## src/sv/tlpm_pkg.sv

```systemverilog
// ----------------------------------------------------------------------------
// tlpm_pkg: shared types and constants of the two-level page table manager
// Command and status codes, controller states, leaf entry layout and the
// control/status bundles between controller and datapath.
// ----------------------------------------------------------------------------
package tlpm_pkg;

  // Root and leaf tables both hold 1024 entries (10 index bits each)
  localparam int unsigned RootEntries = 1024;
  localparam int unsigned LeafEntries = 1024;
  localparam int unsigned IdxW        = 10;
  localparam int unsigned OffsW       = 12;
  localparam int unsigned PpnW        = 20;

  typedef enum logic [1:0] {
    CMD_ASSIGN    = 2'd0,
    CMD_DEASSIGN  = 2'd1,
    CMD_TRANSLATE = 2'd2,
    CMD_CLEAR     = 2'd3
  } cmd_e;

  typedef enum logic [1:0] {
    ST_OK         = 2'd0,
    ST_UNMAPPED   = 2'd1,
    ST_MISALIGNED = 2'd2,
    ST_EXHAUSTED  = 2'd3
  } status_e;

  typedef enum logic [2:0] {
    S_INIT,
    S_IDLE,
    S_CLR,
    S_CLR_DONE,
    S_DECIDE,
    S_SWEEP,
    S_WRITE,
    S_LEAF
  } state_e;

  // Leaf entry: physical page number and r/w/x/valid flags
  typedef struct packed {
    logic [PpnW-1:0] ppn;
    logic            x;
    logic            w;
    logic            r;
    logic            v;
  } leaf_t;

  // Controller to datapath
  typedef struct packed {
    logic    req_ready;
    logic    cap_req;
    logic    root_clr;
    logic    root_alloc;
    logic    tbl_load;
    logic    tbl_from_root;
    logic    leaf_clr;
    logic    leaf_wr;
    logic    pool_reset;
    logic    rsp_load;
    status_e rsp_status;
    logic    rsp_addr_sel;
  } ctrl_t;

  // Datapath to controller
  typedef struct packed {
    logic req_valid;
    cmd_e req_cmd;
    cmd_e cmd;
    logic va_misaligned;
    logic pa_misaligned;
    logic root_valid;
    logic pool_empty;
    logic leaf_valid;
    logic sweep_last;
    logic out_free;
  } stat_t;

endpackage

```

## src/sv/tlpm_ctrl.sv

```systemverilog
// ----------------------------------------------------------------------------
// tlpm_ctrl: sequencer of the page table manager
// Walks each request through root lookup, table allocation and clearing,
// leaf access and result delivery by driving datapath commands.
// ----------------------------------------------------------------------------
module tlpm_ctrl
  import tlpm_pkg::*;
(
  input  logic   clk_i,
  input  logic   rst_ni,
  input  stat_t  stat_i,
  output ctrl_t  ctrl_o,
  output state_e state_o
);

  state_e state_q, state_d;

  // State register
  always_ff @(posedge clk_i or negedge rst_ni) begin
    if (!rst_ni) begin
      state_q <= S_INIT;
    end else begin
      state_q <= state_d;
    end
  end

  // Next state and datapath commands
  always_comb begin
    state_d = state_q;
    ctrl_o  = '0;
    ctrl_o.rsp_status = ST_OK;
    case (state_q)
      // Sweep the root table after reset
      S_INIT: begin
        ctrl_o.root_clr = 1'b1;
        if (stat_i.sweep_last) begin
          state_d = S_IDLE;
        end
      end
      // Take a request and start the root read
      S_IDLE: begin
        ctrl_o.req_ready = 1'b1;
        if (stat_i.req_valid) begin
          ctrl_o.cap_req = 1'b1;
          if (stat_i.req_cmd == CMD_CLEAR) begin
            ctrl_o.pool_reset = 1'b1;
            state_d = S_CLR;
          end else begin
            state_d = S_DECIDE;
          end
        end
      end
      // Invalidate all root entries
      S_CLR: begin
        ctrl_o.root_clr = 1'b1;
        if (stat_i.sweep_last) begin
          state_d = S_CLR_DONE;
        end
      end
      S_CLR_DONE: begin
        if (stat_i.out_free) begin
          ctrl_o.rsp_load = 1'b1;
          state_d = S_IDLE;
        end
      end
      // Root entry is available
      S_DECIDE: begin
        case (stat_i.cmd)
          CMD_TRANSLATE: begin
            if (!stat_i.root_valid) begin
              ctrl_o.rsp_status = ST_UNMAPPED;
              if (stat_i.out_free) begin
                ctrl_o.rsp_load = 1'b1;
                state_d = S_IDLE;
              end
            end else begin
              ctrl_o.tbl_from_root = 1'b1;
              ctrl_o.tbl_load      = 1'b1;
              state_d = S_LEAF;
            end
          end
          CMD_ASSIGN, CMD_DEASSIGN: begin
            if (stat_i.va_misaligned) begin
              ctrl_o.rsp_status = ST_MISALIGNED;
              if (stat_i.out_free) begin
                ctrl_o.rsp_load = 1'b1;
                state_d = S_IDLE;
              end
            end else if (!stat_i.root_valid) begin
              if (stat_i.pool_empty) begin
                ctrl_o.rsp_status = ST_EXHAUSTED;
                if (stat_i.out_free) begin
                  ctrl_o.rsp_load = 1'b1;
                  state_d = S_IDLE;
                end
              end else begin
                // Take a fresh table and clear it
                ctrl_o.root_alloc = 1'b1;
                ctrl_o.tbl_load   = 1'b1;
                state_d = S_SWEEP;
              end
            end else begin
              ctrl_o.tbl_load = 1'b1;
              state_d = S_WRITE;
            end
          end
          default: begin
            state_d = S_IDLE;
          end
        endcase
      end
      // Clear the newly taken leaf table
      S_SWEEP: begin
        ctrl_o.leaf_clr = 1'b1;
        if (stat_i.sweep_last) begin
          state_d = S_WRITE;
        end
      end
      // Update the leaf entry and report
      S_WRITE: begin
        if (stat_i.cmd == CMD_ASSIGN && stat_i.pa_misaligned) begin
          ctrl_o.rsp_status = ST_MISALIGNED;
        end
        if (stat_i.out_free) begin
          ctrl_o.rsp_load = 1'b1;
          ctrl_o.leaf_wr  = !(stat_i.cmd == CMD_ASSIGN && stat_i.pa_misaligned);
          state_d = S_IDLE;
        end
      end
      // Leaf entry is available
      S_LEAF: begin
        ctrl_o.rsp_status   = stat_i.leaf_valid ? ST_OK : ST_UNMAPPED;
        ctrl_o.rsp_addr_sel = stat_i.leaf_valid;
        if (stat_i.out_free) begin
          ctrl_o.rsp_load = 1'b1;
          state_d = S_IDLE;
        end
      end
      default: begin
        state_d = S_INIT;
      end
    endcase
  end

  assign state_o = state_q;

endmodule

```

## config.mk

```make
export PLATFORM = sky130hd
export DESIGN_NAME = tlpm_ctrl
export DESIGN_NICKNAME = d
export VERILOG_FILES = /design/src/sv/tlpm_pkg.sv /design/src/sv/tlpm_ctrl.sv
export SDC_FILE = /design/constraint.sdc
export NUM_CORES = 1
export LEC_CHECK = 0
export ABC_AREA = 1
export BUFFER_PORTS_ARGS = -buffer_cell sky130_fd_sc_hd__clkbuf_2
export CORE_AREA = 3 3 40 42
export DETAILED_ROUTE_END_ITERATION = 10
export DIE_AREA = 0 0 43 45
export PLACE_DENSITY = 0.78
export SYNTH_ARGS = -nofsm -noshare
export SYNTH_HDL_FRONTEND = slang
export SYNTH_SLANG_ARGS = --single-unit
```

## constraint.sdc

```tcl
create_clock -name clk_i -period 1.47 [get_ports clk_i]
set_input_delay 0.294 -clock clk_i [delete_from_list [all_inputs] [get_ports clk_i]]
set_output_delay 0.294 -clock clk_i [all_outputs]
set_load 0.03 [all_outputs]
```

==> flow_summary.yaml <==
sta:
  fin_skew_ps: 3.43
  setup_viol: 12
  finalHoldViolations: 0
  final.min_clock_period_ps: 1710
  rsz0062_at_grt: "yes"
  fmax_mhz: 586
  fin_crit_sh_pct: 116
  final_max_slew_viol_count: 0
  worst_slew_margin_rel_pct: 81.1
  setup_ws_ps: -237
  final.setup.tns_ps: -2260
  worst_pin_slew_ps: 283
clock_tree:
  cts_max_path_buffers: 2
  clk_latency_ps: 240
  cts_buffers: 3
  cts_sinks: 3
  root_buffer: "clkbuf_4"
  clkTransAtPathRegs_ps: 40
  cts_max_level: 1
  cts_tree: "yes"
min_path:
  holdCritPathClass: "in2async"
global_routing:
  grt.overflow.total: 0
  grt_pass1_wl_um: 3220
  grt_pass1_vias: 788
  track_usage_pct: 22.2
  grt_max_degree: 8
  antenna_found_initial: 0
place:
  place_hpwl_um: 1360
  port_buffers: 29
  gp_congestion: 0.907
  pre_cts_ws_ps: 3.26
  dp.cells: 152
yosys:
  synth_ff_type: "dfrtp_1"
  async_reset_ff_share_pct: 100
  synth-edff-count: 0
  yosys-top-cells-count: "32 x nand2_1, 15 x inv_1, 12 x nor2_1"
  synth_cell_types: 19
  synth_top_area_share_pct: 23.9
  yosys_register_bits: 3
  synth_area_leaders: "nand2_1 24%, dfrtp_1 15%, inv_1 11%"
  yosys.area.top_type: "nand2_1"
  syn_area_per_cell_sq_um: 5.24
  netlist_instances: 96
  synth-warning-count: 0
  synth_nets: 110
  netlist_area_sq_um: 503
  synth_most_common_cell: "nand2_1"
  ys_seq_area_share_pct: 14.9
finish:
  drive_gt1_share_pct: 59.5
  instances_no_fill: 168
  largest_reg_flops: 3
  insertedDiodeCount: 0
  nNetsFinal: 168
  areaGrowthSynthToFinish_pct: 124
drt:
  viasPerCell: 5.30
  vias: 890
  drtPass1Iterations: 4
  antenna_left: 0
  drt_wl_total_um: 2580
  drc: 0
  drtIter0Drc: 32
  wl_per_cell_um: 15.3
floorplanning:
  core_area_sq_um: 1280
  die_h_um: 45
  floorplan.initialDensity_pct: 39.1
  die_area_sq_um: 1940
  fp-row-count: 13
  die_w_um: 43
  io-pin-count: 30
power:
  p_leak_nw: 0.608
  cellPowerDensity_nw_per_um2: 1680
  totalPowerFinal_mw: 1.89
  vdd_drop_max_mv: 1.30
worst_setup_path:
  crit_fanout: 4
  crit_arrival_ps: 1410
  start_kind: "flop"
  cp_data_required_time_ps: 1180
  critPathKind: "reg2out"
  end_kind: "output port"
status:
  outcome: "finished, violations left"
  violations: "setup timing"
run:
  cap_violations: 0
where the power goes:
group / internal [mW] / switching, mW
logic: 0.657 / 0.860
clock network: 0.102 / 0.0507
registers: 0.125 / 0.0919
total: 0.885 / 1.00
cell usage in the layout, fill, tap and decap left out, types with 2 or more instances in the layout:
| master | netlist | layout |
|---|---|---|
| clkbuf_4 | 0 | 6 |
| nor3_4 | 0 | 2 |
| buf_4 | 1 | 20 |
| inv_1 | 15 | 12 |
| nand3_1 | 5 | 3 |
| a21oi_1 | 7 | 5 |
| clkbuf_2 | 0 | 16 |
| nor2_4 | 2 | 5 |
| nand3_2 | 0 | 2 |
| nand2_1 | 32 | 28 |
| buf_6 | 1 | 3 |
| clkbuf_8 | 0 | 8 |
| buf_8 | 0 | 2 |
| o21ai_0 | 2 | 2 |
| nor2_1 | 12 | 8 |
| dfrtp_2 | 0 | 3 |
| nor2_2 | 2 | 3 |
| nand2_2 | 4 | 7 |
| inv_2 | 3 | 6 |
cell type report:
class,instances,area (sq um)
repair buffers,55,462
clock buffers,4,26.3
fillers,62,159
inverters,18,67.6
multi-input cells,73,473
well taps,15,18.8
flip-flops and latches,3,78.8
path summary, 6_finish.rpt:
check	cells past startpoint	to	startpoint	slack, ps
max	5	ctrl_o[4]	state_o[2]	-240
min	2	state_o[2]	rst_ni	410
max reg2reg	9	state_o[2]	state_o[0]	0
min reg2reg	3	state_o[1]	state_o[1]	750
max in group asynchronous	2	state_o[1]	rst_ni	930
min in group clk_i	6	state_o[1]	stat_i[0]	490
worst max-delay path, stage by stage, from the launching register on:
cell and delay (ps):
dfrtp_2 470, buf_4 170, nor2_4 120, inv_2 70
nor3_4 160, clkbuf_8 180
cells by family (layout without fill, tap and decap cells):
| kind of cell | count (synthesis) | count (layout) | synth area share (%) |
|---|---|---|---|
| AOI/OAI and AO/OA | 13 | 13 | 14.7 |
| buffers and inverters | 20 | 77 | 17.2 |
| DFF | 3 | 3 | 14.9 |
| and+or+nand+nor | 60 | 60 | 53.2 |
layer usage:
metal / vias up / track usage [%] / part of all wire, %
met5: - / 0 / 0
li1: 413 / - / -
met2: 63 / 44.3 / 53
met3: 12 / 5.98 / 8.0
met1: 402 / 22.4 / 35
met4: 0 / 6.63 / 4.4
repair_timing:
action,in CTS,in global routing
gates resized for setup,28,7
setup buffers,4,7
pin swaps,2,5
setup endpoints to repair,13,14
hold endpoints to repair,3,0
hold buffers,1,0
metrics by stage:
step / hold slack, ps / util [%] / instance area [sq um]
after CTS: 377 / 81.0 / 1040
after global placement: 92.7 / 67.5 / 867
after floorplan: -1.59 / - / 621
after global routing: 422 / 87.6 / 1130
after detailed placement: 94.9 / 67.5 / 867
final: 408 / 87.6 / 1130
No activity file was read; power rests on OpenSTA's default activity.
